### config.mk
export PLATFORM = sky130hd
export DESIGN_NAME = dedup_ordered_key_queue
export DESIGN_NICKNAME = d
export VERILOG_FILES = /design/src/hw/rtl/dokq_pkg.sv /design/src/hw/rtl/dedup_ordered_key_queue.sv /design/src/hw/rtl/dokq_ram.sv /design/src/hw/rtl/dokq_dp.sv /design/src/hw/rtl/dokq_ctrl.sv
export SDC_FILE = /design/constraint.sdc
export NUM_CORES = 1
export LEC_CHECK = 0
export ABC_AREA = 1
export BUFFER_PORTS_ARGS = -buffer_cell sky130_fd_sc_hd__buf_4
export CAP_MARGIN = 5
export CORE_MARGIN = 2
export CORE_UTILIZATION = 40
export CTS_CLUSTER_DIAMETER = 150
export DETAILED_ROUTE_END_ITERATION = 10
export MAX_ROUTING_LAYER = met4
export PLACE_DENSITY = 0.62
export SLEW_MARGIN = 10
export SYNTH_ARGS = -nofsm -noshare
export SYNTH_HDL_FRONTEND = slang
export SYNTH_HIERARCHICAL = 1
export SYNTH_SLANG_ARGS = --single-unit
### constraint.sdc
create_clock -name clock -period 5.31 [get_ports clock]
set_input_delay 0.7965 -clock clock [delete_from_list [all_inputs] [get_ports clock]]
set_output_delay 0.7965 -clock clock [all_outputs]
set_load 0.005 [all_outputs]
### src/hw/rtl/dokq_pkg.sv
`timescale 1ns / 1ps

package dokq_pkg;

   localparam int REQ_KEY_W = 16;
   localparam int STATUS_W  = 3;
   localparam int LEN_W     = 5;

   localparam logic OP_INSERT = 1'b0;
   localparam logic OP_DELETE = 1'b1;

   typedef enum logic [STATUS_W-1:0] {
      ST_INSERTED  = 3'd0,
      ST_DUPLICATE = 3'd1,
      ST_REMOVED   = 3'd2,
      ST_NOT_FOUND = 3'd3,
      ST_EMPTY     = 3'd4,
      ST_FULL      = 3'd5
   } status_type;

   typedef enum logic [1:0] {
      ACT_NONE   = 2'd0,
      ACT_APPEND = 2'd1,
      ACT_REMOVE = 2'd2
   } action_type;

   // controller to datapath
   typedef struct packed {
      logic       load;
      logic       step;
      logic       shift;
      logic       latch;
      status_type status;
      action_type action;
      logic       commit;
   } cmd_type;

   // datapath to controller
   typedef struct packed {
      logic hit;
      logic scan_end;
      logic op_delete;
      logic empty;
      logic full;
      logic out_free;
   } stat_type;

endpackage

### src/hw/rtl/dedup_ordered_key_queue.sv
`timescale 1ns / 1ps
// A search reads one stored key per cycle and stops early when an insert meets a duplicate;
// the registered result is presented once the scan ends and the output is free.
// A delete that hits closes the gap in the same pass, so it takes no longer than a miss.
// One item is handled at a time, bounded by the single read port of the key store; the
// next beat is taken while the previous result waits.
// Reset: synchronous, active high; empties the queue, key store contents are not cleared.
module dedup_ordered_key_queue
   import dokq_pkg::*;
#(
   parameter int DEPTH     = 16,
   parameter int KEY_WIDTH = 16
) (
   input  logic                 clock,
   input  logic                 reset,
   input  logic                 req_valid,
   output logic                 req_stall,
   input  logic                 req_operation,
   input  logic [REQ_KEY_W-1:0] req_process_key,
   output logic                 rsp_valid,
   input  logic                 rsp_stall,
   output logic [STATUS_W-1:0]  rsp_status,
   output logic [LEN_W-1:0]     rsp_queue_length
);

   cmd_type  cmd;
   stat_type stat;

   dokq_ctrl u_ctrl (
      .clock    (clock),
      .reset    (reset),
      .req_valid(req_valid),
      .req_stall(req_stall),
      .stat     (stat),
      .cmd      (cmd)
   );

   dokq_dp #(
      .DEPTH    (DEPTH),
      .KEY_WIDTH(KEY_WIDTH)
   ) u_dp (
      .clock           (clock),
      .reset           (reset),
      .cmd             (cmd),
      .stat            (stat),
      .req_operation   (req_operation),
      .req_process_key (req_process_key),
      .rsp_valid       (rsp_valid),
      .rsp_stall       (rsp_stall),
      .rsp_status      (rsp_status),
      .rsp_queue_length(rsp_queue_length)
   );

`ifndef SYNTHESIS
   a_one_at_a_time: assert property (@(posedge clock) disable iff (reset)
      (req_valid && !req_stall) |=> req_stall)
      else $error("second beat taken while an item is in progress");

   a_commit_shows: assert property (@(posedge clock) disable iff (reset)
      cmd.commit |=> rsp_valid)
      else $error("committed result not presented");

   a_empty_len: assert property (@(posedge clock) disable iff (reset)
      (rsp_valid && (rsp_status == ST_EMPTY)) |-> (rsp_queue_length == '0))
      else $error("empty status with non-zero length");

   a_full_len: assert property (@(posedge clock) disable iff (reset)
      (rsp_valid && (rsp_status == ST_FULL)) |-> (rsp_queue_length == LEN_W'(DEPTH)))
      else $error("full status with wrong length");
`endif

endmodule

### src/hw/rtl/dokq_ram.sv
`timescale 1ns / 1ps

module dokq_ram #(
   parameter int WIDTH = 16,
   parameter int DEPTH = 16
) (
   input  logic                     clock,
   input  logic                     wr_en,
   input  logic [$clog2(DEPTH)-1:0] wr_addr,
   input  logic [WIDTH-1:0]         wr_data,
   input  logic                     rd_en,
   input  logic [$clog2(DEPTH)-1:0] rd_addr,
   output logic [WIDTH-1:0]         rd_data
);

   logic [WIDTH-1:0] mem [DEPTH];
   logic [WIDTH-1:0] rd_data_ff;

   always_ff @(posedge clock) begin
      if (wr_en) begin
         mem[wr_addr] <= wr_data;
      end
      if (rd_en) begin
         rd_data_ff <= mem[rd_addr];
      end
   end

   assign rd_data = rd_data_ff;

endmodule

### src/hw/rtl/dokq_dp.sv
`timescale 1ns / 1ps

module dokq_dp
   import dokq_pkg::*;
#(
   parameter int DEPTH     = 16,
   parameter int KEY_WIDTH = 16
) (
   input  logic                 clock,
   input  logic                 reset,
   input  cmd_type              cmd,
   output stat_type             stat,
   input  logic                 req_operation,
   input  logic [REQ_KEY_W-1:0] req_process_key,
   output logic                 rsp_valid,
   input  logic                 rsp_stall,
   output logic [STATUS_W-1:0]  rsp_status,
   output logic [LEN_W-1:0]     rsp_queue_length
);

   localparam int AW = $clog2(DEPTH);
   localparam int CW = $clog2(DEPTH + 1);
   localparam int OW = (CW > LEN_W) ? CW : LEN_W;

   logic                 op_ff, op_in;
   logic [KEY_WIDTH-1:0] key_ff, key_in;
   logic [CW-1:0]        cnt_ff, cnt_in;
   logic [CW-1:0]        idx_ff, idx_in;
   logic                 pend_ff, pend_in;
   logic [AW-1:0]        wp_ff, wp_in;
   status_type           st_ff, st_in;
   action_type           act_ff, act_in;
   logic                 rsp_valid_ff, rsp_valid_in;
   logic [STATUS_W-1:0]  rsp_status_ff, rsp_status_in;
   logic [LEN_W-1:0]     rsp_len_ff, rsp_len_in;

   logic                 rd_en;
   logic [KEY_WIDTH-1:0] rd_data;
   logic                 wr_en;
   logic [AW-1:0]        wr_addr;
   logic [KEY_WIDTH-1:0] wr_data;
   logic                 hit;
   logic [OW-1:0]        len_wide;

   assign hit   = pend_ff && (rd_data == key_ff);
   assign rd_en = cmd.step && (idx_ff < cnt_ff);

   always_comb begin
      wr_en   = 1'b0;
      wr_addr = wp_ff;
      wr_data = rd_data;
      if (cmd.commit && (act_ff == ACT_APPEND)) begin
         wr_en   = 1'b1;
         wr_addr = cnt_ff[AW-1:0];
         wr_data = key_ff;
      end else if (cmd.step && cmd.shift && pend_ff) begin
         wr_en = 1'b1;
      end
   end

   dokq_ram #(
      .WIDTH(KEY_WIDTH),
      .DEPTH(DEPTH)
   ) u_store (
      .clock  (clock),
      .wr_en  (wr_en),
      .wr_addr(wr_addr),
      .wr_data(wr_data),
      .rd_en  (rd_en),
      .rd_addr(idx_ff[AW-1:0]),
      .rd_data(rd_data)
   );

   always_comb begin
      op_in   = op_ff;
      key_in  = key_ff;
      idx_in  = idx_ff;
      pend_in = pend_ff;
      wp_in   = wp_ff;
      cnt_in  = cnt_ff;
      st_in   = st_ff;
      act_in  = act_ff;

      if (cmd.load) begin
         op_in   = req_operation;
         key_in  = KEY_WIDTH'(req_process_key);
         idx_in  = '0;
         pend_in = 1'b0;
      end else if (cmd.step) begin
         pend_in = rd_en;
         if (rd_en) begin
            idx_in = idx_ff + CW'(1);
         end
         if (!cmd.shift && hit) begin
            wp_in = AW'(idx_ff - CW'(1));
         end else if (cmd.shift && pend_ff) begin
            wp_in = wp_ff + AW'(1);
         end
      end

      if (cmd.latch) begin
         st_in  = cmd.status;
         act_in = cmd.action;
      end

      if (cmd.commit) begin
         case (act_ff)
            ACT_APPEND: cnt_in = cnt_ff + CW'(1);
            ACT_REMOVE: cnt_in = cnt_ff - CW'(1);
            default:    cnt_in = cnt_ff;
         endcase
      end
   end

   assign len_wide = OW'(cnt_in);

   always_comb begin
      rsp_valid_in  = rsp_valid_ff && rsp_stall;
      rsp_status_in = rsp_status_ff;
      rsp_len_in    = rsp_len_ff;
      if (cmd.commit) begin
         rsp_valid_in  = 1'b1;
         rsp_status_in = st_ff;
         rsp_len_in    = len_wide[LEN_W-1:0];
      end
   end

   always_ff @(posedge clock) begin
      if (reset) begin
         cnt_ff       <= '0;
         pend_ff      <= 1'b0;
         rsp_valid_ff <= 1'b0;
      end else begin
         cnt_ff       <= cnt_in;
         pend_ff      <= pend_in;
         rsp_valid_ff <= rsp_valid_in;
      end
      op_ff         <= op_in;
      key_ff        <= key_in;
      idx_ff        <= idx_in;
      wp_ff         <= wp_in;
      st_ff         <= st_in;
      act_ff        <= act_in;
      rsp_status_ff <= rsp_status_in;
      rsp_len_ff    <= rsp_len_in;
   end

   assign stat.hit       = hit;
   assign stat.scan_end  = !pend_ff && (idx_ff == cnt_ff);
   assign stat.op_delete = (op_ff == OP_DELETE);
   assign stat.empty     = (cnt_ff == '0);
   assign stat.full      = (cnt_ff == CW'(DEPTH));
   assign stat.out_free  = !rsp_valid_ff || !rsp_stall;

   assign rsp_valid        = rsp_valid_ff;
   assign rsp_status       = rsp_status_ff;
   assign rsp_queue_length = rsp_len_ff;

endmodule

### src/hw/rtl/dokq_ctrl.sv
`timescale 1ns / 1ps

module dokq_ctrl
   import dokq_pkg::*;
(
   input  logic     clock,
   input  logic     reset,
   input  logic     req_valid,
   output logic     req_stall,
   input  stat_type stat,
   output cmd_type  cmd
);

   typedef enum logic [3:0] {
      S_IDLE   = 4'b0001,
      S_SEARCH = 4'b0010,
      S_SHIFT  = 4'b0100,
      S_FINISH = 4'b1000
   } state_type;

   state_type state_ff, state_in;

   always_comb begin
      state_in   = state_ff;
      cmd        = '0;
      cmd.status = ST_INSERTED;
      cmd.action = ACT_NONE;
      req_stall  = 1'b1;

      case (state_ff)
         S_IDLE: begin
            req_stall = 1'b0;
            if (req_valid) begin
               cmd.load = 1'b1;
               state_in = S_SEARCH;
            end
         end
         S_SEARCH: begin
            cmd.step = 1'b1;
            if (stat.hit) begin
               if (stat.op_delete) begin
                  state_in = S_SHIFT;
               end else begin
                  cmd.latch  = 1'b1;
                  cmd.status = ST_DUPLICATE;
                  state_in   = S_FINISH;
               end
            end else if (stat.scan_end) begin
               cmd.latch = 1'b1;
               state_in  = S_FINISH;
               if (stat.op_delete) begin
                  cmd.status = stat.empty ? ST_EMPTY : ST_NOT_FOUND;
               end else if (stat.full) begin
                  cmd.status = ST_FULL;
               end else begin
                  cmd.status = ST_INSERTED;
                  cmd.action = ACT_APPEND;
               end
            end
         end
         S_SHIFT: begin
            cmd.step  = 1'b1;
            cmd.shift = 1'b1;
            if (stat.scan_end) begin
               cmd.latch  = 1'b1;
               cmd.status = ST_REMOVED;
               cmd.action = ACT_REMOVE;
               state_in   = S_FINISH;
            end
         end
         S_FINISH: begin
            if (stat.out_free) begin
               cmd.commit = 1'b1;
               state_in   = S_IDLE;
            end
         end
         default: begin
            state_in = S_IDLE;
         end
      endcase
   end

   always_ff @(posedge clock) begin
      if (reset) begin
         state_ff <= S_IDLE;
      end else begin
         state_ff <= state_in;
      end
   end

endmodule
[Word level (Yosys, flattened, before mapping)]
Memory sizes are Yosys's and may differ from the RTL's. A register that Yosys moved wholly into a read port is not among the register bits.
Index checks and enable logic that the tools add are counted.
Cells by class
  add/sub/neg operators: 5
  $lt $le $gt $ge: 1
  eq/ne operators: 11
  mux-type cells: 35
  bitwise logic cells: 1
  reductions and logical operators: 21
Operator list (number)
  two-way mux 4 bit: 10
  equality test 16 bit: 1
  two-way mux 16 bit: 1
  case mux 4 bit (4 select lines): 1
  two-way mux 1 bit: 13
  two-way mux 6 bit: 2
  case mux 6 bit (2 select lines): 1
  adder 5 x 1 -> 5 bit (second input constant): 2
  case mux 5 bit (2 select lines): 1
  logical AND 1 bit: 9
  two-way mux 3 bit: 3
  equality test 5 bit: 1
  equality test 5 bit (second input constant): 1
  logical NOT 5 bit: 1
  < comparator 5 bit: 1
  two-way mux 5 bit: 1
  subtractor 5 x 1 -> 5 bit (second input constant): 1
  adder 4 x 1 -> 4 bit (second input constant): 1
  equality test 4 x 1 -> 1 bit (second input constant): 1
  equality test 4 x 2 -> 1 bit (second input constant): 1
  equality test 4 x 3 -> 1 bit (second input constant): 1
  equality test 4 bit (second input constant): 1
  logical NOT 1 bit: 4
  two-way mux 2 bit: 2
  other kinds (10): 13
Word-level totals
  register bits after elaboration: 50
  bits in writable memories: 256
  bits of input ports: 21
  output and inout bits: 10
  memories kept: 1
Memories
  u_dp.u_store.mem: depth 16, bits a word 16, read ports 1, clocked after memory_dff 1, wr ports 1, line dokq_ram.sv:16  | logic [WIDTH-1:0] mem [DEPTH];

[Longest topological paths before layout]
Gate-level depths: netlist of the first run.
  depth in word-level cells: 9
  gate-level depth with buffers: 16

[Modules after synthesis]
The synthesis of the first run kept the hierarchy.
By module, submodules not included
  dokq_ram: times used 1, cells each 1074, area each 11541.1 um^2
  dokq_dp: times used 1, cells each 334, area each 2673.8 um^2
  dokq_ctrl: times used 1, cells each 63, area each 354.1 um^2

[Least setup slack after synthesis of the first run]
Ideal clock, no wire load.
  kind: input -> register
  from: in rsp_stall
  to: mem u_dp.u_store.mem[12][0] (enable)
  data arrival time: 2.882 ns
  required time: 4.922 ns
  path slack: 2.039 ns
  cell stages on the path: 8
  buffers on the path: 1
  path through: nand2_1 inv_1 nor2_1 nand2_1 clkbuf_1 o21ai_0 nand3_1 nor2_1
RTL lines
  start: declaration: line dedup_ordered_key_queue.sv:21  | input logic rsp_stall,
  end: declaration: line dokq_ram.sv:16

[Final worst setup path of the first run]
  from: reg u_dp.idx_ff[0]
  to: reg u_dp.u_store.rd_data_ff[11], in the netlist u_dp/u_store/rd_data[11], read port of u_dp.u_store.mem, data pin
On the way
  longest elaborated chain between the ends: 2
RTL lines
  start: declaration: line dokq_dp.sv:28  | logic [CW-1:0] idx_ff, idx_in;
  start signal: assignment: line dokq_dp.sv:140  | idx_ff <= idx_in;
  < comparator 5 bit: line dokq_dp.sv:46  | assign rd_en = cmd.step && (idx_ff < cnt_ff);
  logical AND 1 bit: line dokq_dp.sv:46
  end: declaration: line dokq_ram.sv:17  | logic [WIDTH-1:0] rd_data_ff;
Several ways; a longest one is shown, not always the timed one.
A chain may end at the register's enable or synchronous reset.

==> results.yml, run 1 <==
critical_path:
  path_max_fanout: 66
  worstSetupStartpointType: "flip-flop"
  end_kind: "flip-flop"
  arrival_ns: 3.36
  worstSetupPathType: "flip-flop to flip-flop"
  crit_required_ns: 5.55
sta:
  period_share_pct: 58.8
  clock_skew_ns: 0.0240
  tightest_slew_ns: 1.14
  setup_tns_ns: 0
  finalSetupViolCount: 0
  fin_crit_ns: 3.12
  relSlewSlack_pct: 24.0
  fin_hold_ws_ns: 0.428
  hold_violations: 0
  clock.fmax_mhz: 320
  rsz0062_at_grt: "no"
  drv_slew: 0
finish:
  fin_nets: 1536
  drive_gt1_share_pct: 9.74
  syn_to_final_growth_pct: 12.6
  finalInstanceArea_um2: 16400
  fill_cells: 3327
yosys:
  netlist_instances: 1471
  ys_seq_area_share_pct: 65.3
  synth.distinct_cells: 31
  syn_area_per_cell_um2: 9.90
  synth-seq-cells: 322
  synth_area_um2: 14600
  synth_top_cell_area_share_pct: 63.1
  synth_warnings: 6
  synth_top_area_cell: "edfxtp_1"
  synthTopCellsByArea: "edfxtp_1, nand2_1, nand3_1"
  syn-num-nets: 1504
outcome:
  outcome: "complete, no violations"
global_routing:
  grt_pass1_vias: 9554
  use_met2_pct: 30.8
  gr-usage-met3_pct: 3.83
  grt.busiest_layer: "met2"
  grt.overflow.total: 0
  grt_use_met1_pct: 25.2
  grt_usage_pct: 19.5
  grt_max_degree: 92
  antenna_found_initial: 5
  grt_pass1_wl_mm: 54.4
hold_path:
  hold_path.class: "flip-flop to flip-flop"
floorplanning:
  rows: 69
  dieWidth_um: 195
  dieArea_um2: 38000
  core-area_um2: 35700
  start_util_pct: 40.8
  ios: 31
  dieHeight_um: 195
clock_tree:
  cts_hold_buf: 0
  htree_levels: 2
  clk_latency_ns: 0.52
  cts_root_buf: "clkbuf_16"
  cts.repair.resized: 0
  cts_tree: "done"
  post-cts-setup-buffer-count: 0
  numCtsBuffers: 36
  clock_sinks: 322
  clk_path_buf_depth: 3
  clk_pin_slew_ns: 0.06
pwr:
  ir_worst_vdd_mv: 0.196
  p_leak_nw: 7.05
  pwr_density_cell_nw_per_um2: 327
drt:
  via_count: 9950
  drcViolationCount: 0
  drt_first_pass_iters: 5
  routed_wl_mm: 36.1
  ant_nets: 0
  wl_per_cell_um: 18.1
  drt_first_iter_violations: 1061
  vias_per_cell: 4.99
placed_design:
  dpl_cell_area_um2: 15200
  dpl.hpwl_mm: 22.4
  io_buffers: 30
  gp_congestion: 0.857
flow_run:
  maxCapViolations: 0
## layer usage
metal	routed length, um	vias to the layer above	share of wire, %
met4	1150	0	3.2
met1	15200	4711	42
met3	2760	83	7.6
li1	-	4783	-
met5	0	-	0
met2	17000	373	47
## state kept, by name (all words and copies together) (netlist names)
register,count
u_dp/u_store/rd_data,16
u_dp/cnt_ff,5
u_dp/rsp_valid,1
u_dp/op_ff,1
u_dp/st_ff,3
u_dp/act_ff,2
u_dp/idx_ff,5
u_dp/rsp_status,3
u_ctrl/state_ff,4
u_dp/key_ff,16
u_dp/pend_ff,1
u_dp/rsp_queue_length,5
u_dp/u_store/mem,256
u_dp/wp_ff,4
## report_power, final
| part | total [mW] | leakage, nW | switching [mW] | internal (mW) |
|---|---|---|---|---|
| Combinational | 0.129 | 3.58 | 0.0823 | 0.0465 |
| Sequential | 2.80 | 2.89 | 0.0238 | 2.77 |
| Clock | 2.44 | 0.568 | 0.982 | 1.45 |
## placed cells by master (no fill, tap or decap), types with 5 or more instances in the layout
master	synthesis	layout
nand2_1	457	457
edfxtp_1	306	306
inv_1	272	272
nand3_1	207	207
buf_4	20	53
clkbuf_16	0	38
nor2_1	51	34
o21ai_0	26	26
nor2_2	5	22
dfxtp_1	16	13
ha_1	12	12
a21oi_1	11	11
clkinv_2	0	9
nand4_1	9	9
xor2_1	8	8
clkbuf_1	13	6
clkinv_1	0	5
xnor2_1	5	5
## cells by family (layout without fill, tap and decap cells)
| logic type | count (synthesis) | after routing | share of synthesized area (%) |
|---|---|---|---|
| compound gates | 43 | 43 | 1.55 |
| other cells | 0 | 2 | 0 |
| xor+xnor | 13 | 13 | 0.782 |
| mux | 2 | 2 | 0.155 |
| buf+inv | 336 | 394 | 9.56 |
| fa+ha+maj | 12 | 12 | 1.03 |
| flops | 322 | 322 | 65.3 |
| simple gates | 743 | 743 | 21.7 |
## cells in the mapped netlist
library cell  instances
a21oi_1              11
buf_1                 1
buf_2                21
buf_4                20
buf_6                 4
clkbuf_1             13
dfxtp_1              16
edfxtp_1            306
ha_1                 12
inv_1               272
inv_2                 5
mux2_2                2
nand2_1             457
nand2_2               1
nand3_1             207
nand3_2               4
nand3b_1              2
nand4_1               9
nand4_2               1
nor2_1               51
nor2_2                5
nor2_4                3
nor3_1                2
o21a_1                2
o21ai_0              26
o21ai_1               2
o21ai_2               1
o21bai_1              1
or2_2                 1
xnor2_1               5
xor2_1                8
## worst paths after layout
| path | from | to | slack [ns] | cells past startpoint |
|---|---|---|---|---|
| worst max-delay path | u_dp/idx_ff[0]$_SDFFE_PP0P_ | u_dp/u_store/rd_data[11]$_DFFE_PP_ | 2.19 | 8 |
| worst min-delay path | u_dp/st_ff[0]$_DFFE_PP_ | u_dp/rsp_status[0]$_DFFE_PP_ | 0.43 | 0 |
| worst max register to register | u_dp/idx_ff[0]$_SDFFE_PP0P_ | u_dp/u_store/rd_data[11]$_DFFE_PP_ | 2.19 | 8 |
| worst min register to register | u_dp/st_ff[0]$_DFFE_PP_ | u_dp/rsp_status[0]$_DFFE_PP_ | 0.43 | 0 |
## cell type report
type,count,area [um2],area share (%)
Clock buffer,44,973,5.93
Clock inverter,20,189,1.15
Multi-Input combinational cell,813,3710,22.6
Timing Repair Buffer,53,398,2.42
Antenna cell,2,5.00,0.0305
Inverter,277,1040,6.34
Tap cell,461,577,3.52
Sequential cell,322,9520,58.0
## metrics by stage
step                      setup WS (ns)  utilization, %  std cells  power, mW
after CTS                          2.21            45.9       1990       5.41
after global placement             1.89            42.6       1926       2.97
final                              2.19            45.9       1992       5.36
after detailed placement           1.84            42.6       1926       2.98
after global routing               1.92            45.9       1992       5.52
after floorplan                    2.04               -       1471       2.93
## critical path: stages (launching register included)
cell	delay, ns
dfxtp_4	0.65
clkinv_2	0.93
buf_4	0.59
nand2_1	0.11
nand2_1	0.08
nand2_1	0.06
nand3_1	0.10
nand3_1	0.17
nand2_1	0.11
Note: power is estimated with default switching activity, not from simulation.
==> run 2: changes to the inputs <==
PLACE_DENSITY = 0.64   (was 0.62)
clock period = 2.7 ns   (was 5.31 ns; I/O delays follow)
==> results.yml, run 2 (synthesis gave the netlist of run 1 again) <==
drt:
  wl_per_cell_um: 16.8
  via_count: 9960
  ant_nets: 0
  drt_first_iter_violations: 950
  vias_per_cell: 4.91
  routed_wl_mm: 34.2
  drcViolationCount: 0
  drt_first_pass_iters: 5
finish:
  drive_gt1_share_pct: 11.7
  mostFrequentLayoutCell: "nand2_1"
  mostFrequentLayoutCells: "nand2_1, edfxtp_1, inv_1"
  antenna_cells: 0
  fin_nets: 1574
  fin_cells: 2030
  final_util_pct: 47.0
  regMostFlops: "u_dp/u_store/mem"
  largest_reg_flops: 256
  syn_to_final_growth_pct: 15.4
global_routing:
  grt.overflow.total: 0
  grt_pass1_wl_mm: 53.5
  antenna_found_initial: 0
  grt_use_met1_pct: 24.8
  grt.busiest_layer: "met2"
  use_met2_pct: 30.5
  gr-usage-met3_pct: 3.04
  grt_max_degree: 131
  grt_pass1_vias: 9619
  grt_usage_pct: 18.9
sta:
  clock.fmax_mhz: 372
  rsz0062_at_grt: "yes"
  finalSetupViolCount: 0
  drv_slew: 0
  period_share_pct: 99.4
  fin_crit_ns: 2.68
  clock_skew_ns: 0.0214
  tightest_slew_ns: 0.910
  hold_violations: 0
  relSlewSlack_pct: 39.2
  setup_slack_ns: 0.0152
clock_tree:
  clk_latency_ns: 0.52
  clk_pin_slew_ns: 0.06
  clk_path_buf_depth: 3
  htree_levels: 2
  clock_sinks: 322
  cts_tree: "done"
  post-cts-setup-buffer-count: 0
  numCtsBuffers: 36
  cts_root_buf: "clkbuf_16"
floorplanning:
  dieWidth_um: 195
  start_util_pct: 40.8
  ios: 31
  dieHeight_um: 195
  rows: 69
  core-area_um2: 35700
  dieArea_um2: 38000
hold_path:
  hold_path.class: "input port to flip-flop"
critical_path:
  worstSetupStartpointType: "flip-flop"
  crit_required_ns: 2.83
  worstSetupPathType: "flip-flop to flip-flop"
  end_kind: "flip-flop"
  path_max_fanout: 16
  arrival_ns: 2.82
placed_design:
  gp_congestion: 0.843
  io_buffers: 30
  post-place-ws_ns: 0.0520
  dpl.hpwl_mm: 22.4
  dp.cells: 1964
pwr:
  p_leak_nw: 7.27
  p_total_mw: 10.4
  pwr_density_cell_nw_per_um2: 618
  ir_worst_vdd_mv: 0.300
flow_run:
  maxCapViolations: 0
outcome:
  outcome: "complete, no violations"
run 2: timing repair:
| action | 4_1_cts | 5_1_grt |
|---|---|---|
| hold buffers | 0 | 0 |
| setup endpoints to repair | 0 | 112 |
| gates resized for setup | 0 | 2 |
| hold endpoints to repair | 0 | 0 |
run 2: worst paths after layout:
path,start,end,slack [ns],cells past startpoint
min,req_process_key[1],u_dp/key_ff[1]$_DFFE_PP_,0.06,1
min reg2reg,u_dp/st_ff[2]$_DFFE_PP_,u_dp/rsp_status[2]$_DFFE_PP_,0.42,0
max reg2reg,u_ctrl/state_ff[1]$_SDFFE_PP0P_,u_dp/u_store/mem[1][6]$_DFFE_PP_,0.02,8
max,u_ctrl/state_ff[1]$_SDFFE_PP0P_,u_dp/u_store/mem[1][6]$_DFFE_PP_,0.02,8
run 2: metal layers:
metal	vias to the layer above	routed length, um	part of all wire, %
met4	0	758	2.2
met5	-	0	0
met3	56	2320	6.8
li1	4875	-	-
met2	312	16200	47
met1	4717	14900	44
run 2: power by group:
part	leakage, nW	switching [mW]	internal [mW]	total (mW)
sequential	2.89	0.0358	5.45	5.49
combinational	3.83	0.174	0.104	0.278
clock	0.554	1.88	2.74	4.62
total	7.27	2.09	8.30	10.4
run 2: through the flow:
| step | TNS, ns | hold WS, ns | area, um2 |
|---|---|---|---|
| floorplan | -45.34 | 0.400 | 14600 |
| global placement | 0 | 0.403 | 15700 |
| detailed placement | 0 | 0.405 | 15700 |
| CTS | 0 | 0.0462 | 16800 |
| global route | -4.88 | 0.0464 | 16800 |
| finish | 0 | 0.0631 | 16800 |
run 2: worst max-delay path, stage by stage, from the launching register on:
cell and delay, ns:
dfxtp_1 0.40, inv_2 0.08, nor2_2 0.12, nand2_1 0.09
nand2_1 0.09, nand2_1 0.07, o21ai_0 0.49, nand2_1 0.21
nor2_2 0.73
run 2: final cells by class:
cell class / instances / area [um2]
Clock buffer: 47 / 973
Clock inverter: 19 / 148
Fill cell: 3298 / 18900
Inverter: 277 / 1040
Multi-Input combinational cell: 813 / 3710
Sequential cell: 322 / 9520
Tap cell: 461 / 577
Timing Repair Buffer: 91 / 846
